[src/rtl/core/h32ec_pkg.sv]
// Package for the 32-bit Hamming encode/correct core: parity masks,
// the data-bit placement table and the scatter/gather/syndrome functions.
// No dependencies.
`default_nettype none

package h32ec_pkg;

    localparam int unsigned CwWidth   = 32;
    localparam int unsigned DataBits  = 27;
    localparam int unsigned SynBits   = 5;
    localparam int unsigned SpanBits  = 31;

    typedef logic [CwWidth-1:0]   cw_t;
    typedef logic [SynBits-1:0]   syn_t;
    typedef logic [4:0]           bit_idx_t;

    // Function code of a transaction
    typedef enum logic {
        FUNC_ENCODE = 1'b0,
        FUNC_DECODE = 1'b1
    } func_t;

    // Bits of the codeword covered by each parity bit (positions 1..31 only)
    localparam cw_t SYN_MASK [SynBits] = '{
        32'h5555_5555,
        32'h6666_6666,
        32'h7878_7878,
        32'h7F80_7F80,
        32'h7FFF_8000
    };

    // Codeword bit that carries data bit i: parity slots 0, 1, 3, 7, 15 are skipped
    function automatic bit_idx_t data_slot(input int unsigned i);
        int unsigned pos;
        begin
            if (i < 1) begin
                pos = i + 2;
            end else if (i < 4) begin
                pos = i + 3;
            end else if (i < 11) begin
                pos = i + 4;
            end else begin
                pos = i + 5;
            end
            return pos[4:0];
        end
    endfunction

    // Even-parity syndrome over positions 1..31
    function automatic syn_t syndrome(input cw_t cw);
        syn_t s;
        begin
            for (int j = 0; j < SynBits; j++) begin
                s[j] = ^(cw & SYN_MASK[j]);
            end
            return s;
        end
    endfunction

    // Spread the low data bits over the non-parity slots
    function automatic cw_t scatter(input cw_t data);
        cw_t cw;
        begin
            cw = '0;
            for (int unsigned i = 0; i < DataBits; i++) begin
                cw[data_slot(i)] = data[i];
            end
            return cw;
        end
    endfunction

    // Collect the non-parity slots into the low data bits
    function automatic cw_t gather(input cw_t cw);
        cw_t data;
        begin
            data = '0;
            for (int unsigned i = 0; i < DataBits; i++) begin
                data[i] = cw[data_slot(i)];
            end
            return data;
        end
    endfunction

endpackage

`default_nettype wire

[src/rtl/core/hamming_32bit_encode_correct_core.sv]
// Hamming (SEC) encoder and single-error corrector over a 32-bit word.
//
// Input channel s_valid/s_ready carries s_func (0 encode, 1 decode) and
// s_value (data word, low 27 bits used, or a 32-bit codeword). Result
// channel m_valid/m_ready carries m_result: the codeword when encoding,
// or the corrected 27-bit data word (upper bits zero) when decoding.
// Codeword position 32 carries data but is not protected.
//
// A transaction accepted into the input register passes through the codec
// logic into the result register.
// Throughput: one transaction per cycle while m_ready is high (single codec pass).
// When m_ready is low the result register holds and the input register
// can still take one more transaction; s_ready falls only when both are
// full. Synchronous active-low reset on aresetn empties both stages.
// Depends on h32ec_pkg and h32ec_codec.
`default_nettype none

module hamming_32bit_encode_correct_core
    import h32ec_pkg::*;
(
    input  wire logic aclk,
    input  wire logic aresetn,
    input  wire logic s_valid,
    output logic      s_ready,
    input  wire logic s_func,
    input  wire cw_t  s_value,
    output logic      m_valid,
    input  wire logic m_ready,
    output cw_t       m_result
);

    logic in_valid_reg, in_valid_next;
    logic in_func_reg;
    cw_t  in_value_reg;
    logic out_valid_reg, out_valid_next;
    cw_t  result_reg;
    cw_t  result_next;
    logic out_free;
    logic advance;

    // Handshake: each stage moves when the one after it can take the transaction
    assign out_free = !out_valid_reg || m_ready;
    assign advance  = in_valid_reg && out_free;
    assign s_ready  = !in_valid_reg || out_free;

    assign in_valid_next  = (s_valid && s_ready) || (in_valid_reg && !out_free);
    assign out_valid_next = advance || (out_valid_reg && !m_ready);

    // Hold the input transaction
    always_ff @(posedge aclk) begin
        if (!aresetn) begin
            in_valid_reg <= 1'b0;
        end else begin
            in_valid_reg <= in_valid_next;
        end
        if (s_valid && s_ready) begin
            in_func_reg  <= s_func;
            in_value_reg <= s_value;
        end
    end

    h32ec_codec u_codec (
        .func   (in_func_reg),
        .value  (in_value_reg),
        .result (result_next)
    );

    // Hold the result until taken
    always_ff @(posedge aclk) begin
        if (!aresetn) begin
            out_valid_reg <= 1'b0;
        end else begin
            out_valid_reg <= out_valid_next;
        end
        if (advance) begin
            result_reg <= result_next;
        end
    end

    assign m_valid  = out_valid_reg;
    assign m_result = result_reg;

`ifndef SYNTHESIS
    a_reset_empty : assert property (@(posedge aclk)
        !aresetn |=> !m_valid && s_ready)
        else $error("pipeline not empty after reset");

    a_advance_fills : assert property (@(posedge aclk) disable iff (!aresetn)
        advance |=> m_valid)
        else $error("advanced transaction did not reach result stage");

    a_input_holds : assert property (@(posedge aclk) disable iff (!aresetn)
        in_valid_reg && !out_free |=> in_valid_reg && $stable(in_value_reg)
            && $stable(in_func_reg))
        else $error("stalled input stage lost its transaction");

    a_ready_when_full : assert property (@(posedge aclk) disable iff (!aresetn)
        !s_ready |-> in_valid_reg && out_valid_reg && !m_ready)
        else $error("input refused while a stage was free");
`endif

endmodule

`default_nettype wire

[src/rtl/core/h32ec_codec.sv]
// Combinational encode / single-error-correct datapath for one codeword.
// Depends on h32ec_pkg.
`default_nettype none

module h32ec_codec
    import h32ec_pkg::*;
(
    input  wire logic  func,
    input  wire cw_t   value,
    output cw_t        result
);

    cw_t  spread;
    syn_t enc_syn;
    cw_t  encoded;
    syn_t dec_syn;
    cw_t  fixed;
    cw_t  decoded;

    // Encode: place data, then set each parity bit to clear the syndrome
    always_comb begin
        spread  = scatter(value);
        enc_syn = syndrome(spread);
        encoded = spread;
        for (int j = 0; j < SynBits; j++) begin
            encoded[(1 << j) - 1] = enc_syn[j];
        end
    end

    // Decode: invert the bit named by a nonzero syndrome, then extract data
    always_comb begin
        dec_syn = syndrome(value);
        fixed   = value;
        for (int k = 0; k < SpanBits; k++) begin
            if (dec_syn == syn_t'(k + 1)) begin
                fixed[k] = ~value[k];
            end
        end
        decoded = gather(fixed);
    end

    // Select by function code
    always_comb begin
        case (func_t'(func))
            FUNC_ENCODE: result = encoded;
            FUNC_DECODE: result = decoded;
            default:     result = encoded;
        endcase
    end

endmodule

`default_nettype wire

[config.mk]
export PLATFORM = sky130hd
export DESIGN_NAME = hamming_32bit_encode_correct_core
export DESIGN_NICKNAME = d
export VERILOG_FILES = /design/src/rtl/core/h32ec_pkg.sv /design/src/rtl/core/hamming_32bit_encode_correct_core.sv /design/src/rtl/core/h32ec_codec.sv
export SDC_FILE = /design/constraint.sdc
export NUM_CORES = 1
export LEC_CHECK = 0
export ABC_AREA = 1
export BUFFER_PORTS_ARGS = -buffer_cell sky130_fd_sc_hd__buf_2
export CAP_MARGIN = 20
export CORE_MARGIN = 8
export CORE_UTILIZATION = 57
export CTS_CLUSTER_DIAMETER = 120
export DETAILED_ROUTE_END_ITERATION = 8
export PLACE_DENSITY = 0.83
export SLEW_MARGIN = 15
export SYNTH_ARGS = -nofsm -noshare
export SYNTH_HDL_FRONTEND = slang
export SYNTH_SLANG_ARGS = --single-unit
[constraint.sdc]
create_clock -name aclk -period 4 [get_ports aclk]
set_input_delay 0.4 -clock aclk [delete_from_list [all_inputs] [get_ports aclk]]
set_output_delay 0.4 -clock aclk [all_outputs]
set_load 0.01 [all_outputs]
==> run metrics, run 1 <==
crit-path max FO=10; top-level I/O count=71; port bufs=70; die extent in y=109 µm; Post-synth EDFFs=65; Root Driver=clkbuf_8; startpoint types=flip-flop; Logic pwr share=34.0%; Pwr Density=slightly above 400 nW/µm²; Post-CTS Hold Buffers=0; outcome=finished, final reports clean; number of remaining DRC errors=0; top sig layer=met4; part of the power in registers=between 30% and 40%; routed length on met1=5520 µm; Gates resized, CTS repair=0; largest net degree at the start of global routing=36; Layout area overhead=10.1%; CP Class=reg -> reg; commonest non-fill, non-tap cell in the layout=nand2_1; CTS Buffer Depth=2; CTS tree=built; Final Critical Period=2540 ps; CTS Buf Count=9; share of post-route cells with drive strength above 1=21.7%; Via Count=between 4000 and 5000; Ant. Diodes=0; WL per Instance=around 16 µm; detail-routed via count per cell=approximately 5.5; Post-Syn Area=4890 µm²; syn nets=a little under 700; min-delay worst type=in -> reg; final worst-path cycle share=between 60% and 70%; drt initial violations=about 380; max-cap violation count=0; sequential-to-total area share from yosys stat=40.8%; Hold Fails Final Rpt=0; P_leak=2.58 nW; initial antenna violation count=0; Setup crit start=in_value_reg[18]; TritonCTS Sinks=67; Worst Reg-to-Reg Cells=14; Reg clk slew, reported paths=~80 ps; Max Fclk=between 300 and 400 MHz; placed wire-length estimate=around 10000 µm; r2r setup slk=roughly 1500 ps; most frequent cells in the layout=nand2_1, nand3_1, buf_2; Setup crit end=m_result[15]; worst clock skew=around 11 ps; synthesized flop and latch total=between 60 and 70; # fillers=729; P_sw=0.850 mW; yosys warns=0; worst path required time=between 4000 and 5000 ps; RR Startpoint=in_value_reg[18]; remaining global-route overflow=0; Clock Latency Late Sink=360 ps; relative slew slack=roughly 62%; Pre-antenna DRT Iters=5; Setup-failing EPs final=0; sum of negative setup slack=0 ps; met3 wire length=1240 µm; first-pass GRT wire length=approximately 21000 µm; sw frac=around two fifths; CORE AREA=between 8000 and 9000 µm²; post-route ant nets=0; RSZ-0062 raised after global routing=no; full die area=around 12000 µm²; Clock power frac=a little over a quarter; total track usage=23.3%; Syn Area/Cell=7.66 µm²; main flop type after synthesis=edfxtp_1; Post-synth ARST share=0%; synth unique cells=29; Max Slew Vio Count=0; Reg-to-Reg End=m_result[15]; Setup WS post-layout=1460 ps; final std cells w/o fill=approximately 800; Synth Instances=approximately 640; Place WS=between 1500 and 2000 ps; initial core utilization=59.2%; FP Rows=33; H-tree lvl count=3; vias in the first global route=approximately 4200; peak supply drop=roughly 0.26 mV; Die Width=approximately 110 µm; final wirelength=roughly 13000 µm; Worst Max-Slew Pin Slew=568 ps; Total Nets Final=about 730; post-CTS setup buffers=0; routed length on met2=around 6000 µm; crit path capture type=flip-flop; WP data arrival=about 2600 ps; placed insts=between 700 and 800; Placer Congestion=around 0.94; Internal=between 1 and 1.5 mW
worst min path at each step:
stage                            start          endpoint  slack [ps]  cells past startpoint
after global placement    in_valid_reg           m_valid         470                      2
final                      s_value[23]  in_value_reg[23]         200                      1
after floorplan           in_valid_reg           m_valid         450                      2
after global routing       s_value[31]  in_value_reg[31]         200                      1
after detailed placement  in_valid_reg           m_valid         490                      2
after CTS                  s_value[29]  in_value_reg[29]         200                      1
power by group through the flow:
stage	logic [mW]	clock network, mW	registers [mW]
after floorplan	0.599	0	0.874
after global placement	0.734	0	0.896
after detailed placement	0.741	0	0.899
after CTS	0.745	0.590	0.883
after global routing	0.839	0.618	0.891
final	0.758	0.584	0.885
logic make-up after synthesis:
logic type | Yosys count | synth area share (%)
flops | 67 | 40.8
xor+xnor | 62 | 11.3
simple gates | 427 | 39.2
buf+inv | 74 | 7.86
compound gates | 8 | 0.871
cell usage after synthesis, types with 7 or more instances:
| library cell | number | area [µm²] |
|---|---|---|
| nand2_1 | 286 | 1070 |
| nand3_1 | 71 | 355 |
| xor2_1 | 30 | 263 |
| buf_6 | 7 | 78.8 |
| buf_4 | 10 | 75.1 |
| inv_1 | 31 | 116 |
| inv_2 | 11 | 41.3 |
| nand4_1 | 7 | 43.8 |
| xnor2_1 | 31 | 272 |
| nor2_1 | 15 | 56.3 |
| buf_2 | 8 | 40.0 |
| nand2_2 | 26 | 163 |
| edfxtp_1 | 65 | 1950 |
metal layers:
layer / track usage [%] / vias to the layer above
met3: 4.64 / 34
met5: 0 / -
li1: - / 2126
met1: 30.8 / 2034
met4: 10.7 / 0
met2: 36.1 / 257
metrics by stage:
stage	hold slack, ps	util (%)	total power, mW	cell area (µm²)
3_3_place_gp	474	62.7	1.63	5180
2_1_floorplan	447	-	1.47	4890
4_1_cts	200	65.2	2.22	5380
5_1_grt	201	65.2	2.35	5380
6_report	204	65.2	2.23	5380
3_5_place_dp	490	62.7	1.64	5180
cell type report:
type                            instances  area (µm²)  area share [%]
Multi-Input combinational cell        497        2510            46.7
Inverter                               44         169            3.14
Sequential cell                        67        1990            37.0
Clock inverter                          6        63.8            1.19
Tap cell                              105         131            2.44
Clock buffer                           10         138            2.56
Timing Repair Buffer                   73         373            6.93
critical path, cell delays in order (launching register included):
cell and delay (ps):
edfxtp_1 640, inv_2 210, nand2_1 70, nand2_1 90, nand2_1 60, nand2_1 100
nand2_1 70, nand2_1 150, nand3_1 120, nand2_2 130, nand2_1 150, nor2_2 200
nand3_1 90, nand3_1 100, nand2_1 100
(Power assumes the default switching activity.)
==> inputs of run 2 (changes only) <==
--- a/config.mk
+++ b/config.mk
@@ -9,10 +9,10 @@
 export BUFFER_PORTS_ARGS = -buffer_cell sky130_fd_sc_hd__buf_2
 export CAP_MARGIN = 20
 export CORE_MARGIN = 8
-export CORE_UTILIZATION = 57
+export CORE_UTILIZATION = 53
 export CTS_CLUSTER_DIAMETER = 120
 export DETAILED_ROUTE_END_ITERATION = 8
-export PLACE_DENSITY = 0.83
+export PLACE_DENSITY = 0.81
 export SLEW_MARGIN = 15
 export SYNTH_ARGS = -nofsm -noshare
 export SYNTH_HDL_FRONTEND = slang
==> constraint.sdc (replaced) <==
create_clock -name aclk -period 2.3 [get_ports aclk]
set_input_delay 0.23 -clock aclk [delete_from_list [all_inputs] [get_ports aclk]]
set_output_delay 0.23 -clock aclk [all_outputs]
set_load 0.01 [all_outputs]
==> run metrics, run 2 (synthesized netlist as in run 1, its figures left out) <==
outcome=finished with violations; failing checks=negative setup slack; share of post-route cells with drive strength above 1=43.0% (+21 points); full die area=12500 µm² (+6.4%); CTS Buf Count=9 (unchanged); fin area=6680 µm² (+24%); Via Count=5076 (+14%); initial core utilization=53.6% (-5.5 points); remaining global-route overflow=0 (unchanged); Worst Max-Slew Pin Slew=498 ps (-69.6 ps); Post-CTS Hold Buffers=0 (unchanged); sum of negative setup slack=-425 ps (-425 ps); WL per Instance=17.5 µm (+6.7%); top-level I/O count=71 (unchanged); Max Slew Vio Count=0 (unchanged); max-cap violation count=0 (unchanged); placed wire-length estimate=10300 µm (+2.3%); startpoint types=flip-flop; port bufs=70 (unchanged); vias in the first global route=4401 (+3.8%); most frequent cells in the layout=nand2_1, buf_4, buf_2; Ant. Diodes=0 (unchanged); largest net degree at the start of global routing=35 (-2.8%); die extent in y=112 µm (+3.2%); r2r setup slk=-70 ps (-1520 ps); FP Rows=35 (+6.1%); Layout area overhead=36.7%; first-pass GRT wire length=21900 µm (+2.6%); crit path capture type=flip-flop; final wirelength=15800 µm (+20%); min-delay worst type=in -> reg; Pre-antenna DRT Iters=8 (+3); Worst Reg-to-Reg Cells=15 (+1); worst path required time=2410 ps (-1680 ps); Placer Congestion=0.999 (+6.2%); Final Critical Period=2370 ps (-176 ps); H-tree lvl count=3 (unchanged); Setup-failing EPs final=12 (+12); CORE AREA=9110 µm² (+10%); number of remaining DRC errors=0 (unchanged); Hold Path Cell Cnt=1 (unchanged); Placed Area=5460 µm² (+5.5%); WP data arrival=2470 ps (-170 ps); worst clock skew=11.2 ps (-0.284 ps); CTS Buffer Depth=2 (unchanged); total track usage=22.0% (-1.3 points); Clock Latency Late Sink=360 ps (about the same); peak supply drop=0.422 mV (+65%); CTS tree=built; Root Driver=clkbuf_8; P_leak=3.19 nW (+24%); detail-routed via count per cell=5.63 (+1.4%); Pwr Density=664 nW/µm² (+60%); Hold Fails Final Rpt=0 (unchanged); Reg clk slew, reported paths=80 ps (about the same); initial antenna violation count=0 (unchanged); drt initial violations=527 (+39%); Die Width=112 µm (+3.2%); Max Fclk=423 MHz (+7.5%); post-route ant nets=0 (unchanged); TritonCTS Sinks=67 (unchanged); CP Class=reg -> reg; crit-path max FO=6 (-4); Total Nets Final=823 (+13%); RSZ-0062 raised after global routing=yes; commonest non-fill, non-tap cell in the layout=nand2_1; Layout Utilization=73.3% (+8.2 points); final worst-path cycle share=103% (+39 points); relative slew slack=66.7% (+4.6 points); Setup WS post-layout=-65.7 ps (-1520 ps)
-- run 2: cell types whose count changed in the layout (fill, tap and decap cells not counted), moves of 6 or more --
cell / previous run / this run
buf_4: 3 / 83
nand2_1: 286 / 238
nand2_2: 26 / 49
nand2_4: 4 / 27
nand3_1: 71 / 48
nand3_2: 6 / 25
inv_1: 31 / 22
inv_2: 11 / 20
buf_6: 0 / 8
nor2_4: 6 / 13
nor2_1: 15 / 9
-- run 2: power by group --
| group | internal [mW] | leakage (nW) | switching, mW |
|---|---|---|---|
| registers | 1.44 | 0.642 | 0.0699 |
| logic | 0.784 | 2.47 | 1.25 |
| clock network | 0.384 | 0.0770 | 0.501 |
-- run 2: area by class of cell --
cell class	instances	area [µm²]
multi-input combinational	500	3080
fill	635	2430
sequential	67	1990
timing repair buffer	164	1130
inverter	44	169
tap	111	139
clock buffer	9	124
clock inverter	7	45.0
-- run 2: path summary, 6_finish.rpt --
check,start,end
setup reg to reg,in_value_reg[11],m_result[17]
hold / removal,s_value[9],in_value_reg[9]
hold reg to reg,in_valid_reg,m_valid
setup / recovery,in_value_reg[11],m_result[17]
-- run 2: timing repair --
action / CTS / global route
pin swaps: 2 / 60
gates cloned: 0 / 4
resized for setup: 11 / 133
endpoints found under the setup margin: 21 / 26
buffers inserted: 11 / 44
endpoints found under the hold margin: 0 / 0
-- run 2: per-layer routing --
metal	vias to the layer above	GRT usage, %	share of wire [%]
met3	92	5.69	12
met4	0	9.35	5.3
li1	2320	-	-
met1	2314	27.8	37
met2	350	35.2	46
met5	-	0	0
-- run 2: through the flow --
step                power (mW)  setup WS [ps]  instances  hold slack (ps)
finish                    4.44          -65.7        902             38.7
global route              4.63           -151        902             24.6
CTS                       3.87         0.0742        854             39.7
detailed placement        2.96          -92.3        827              408
global placement          2.94           -109        827              406
floorplan                 2.56            378        638              329
-- run 2: worst max-delay path, stage by stage (launching register included) --
cell and delay (ps):
edfxtp_1 580, inv_2 160, nand2_1 60, nand2_1 100, nand2_1 70, nand2_2 80, nand2_2 80, buf_6 130
nand2_4 80, nand3_4 100, nand2_8 160, nand2_8 70, nor2_4 160, nand3_2 110, nand3_1 110, nand2_1 60
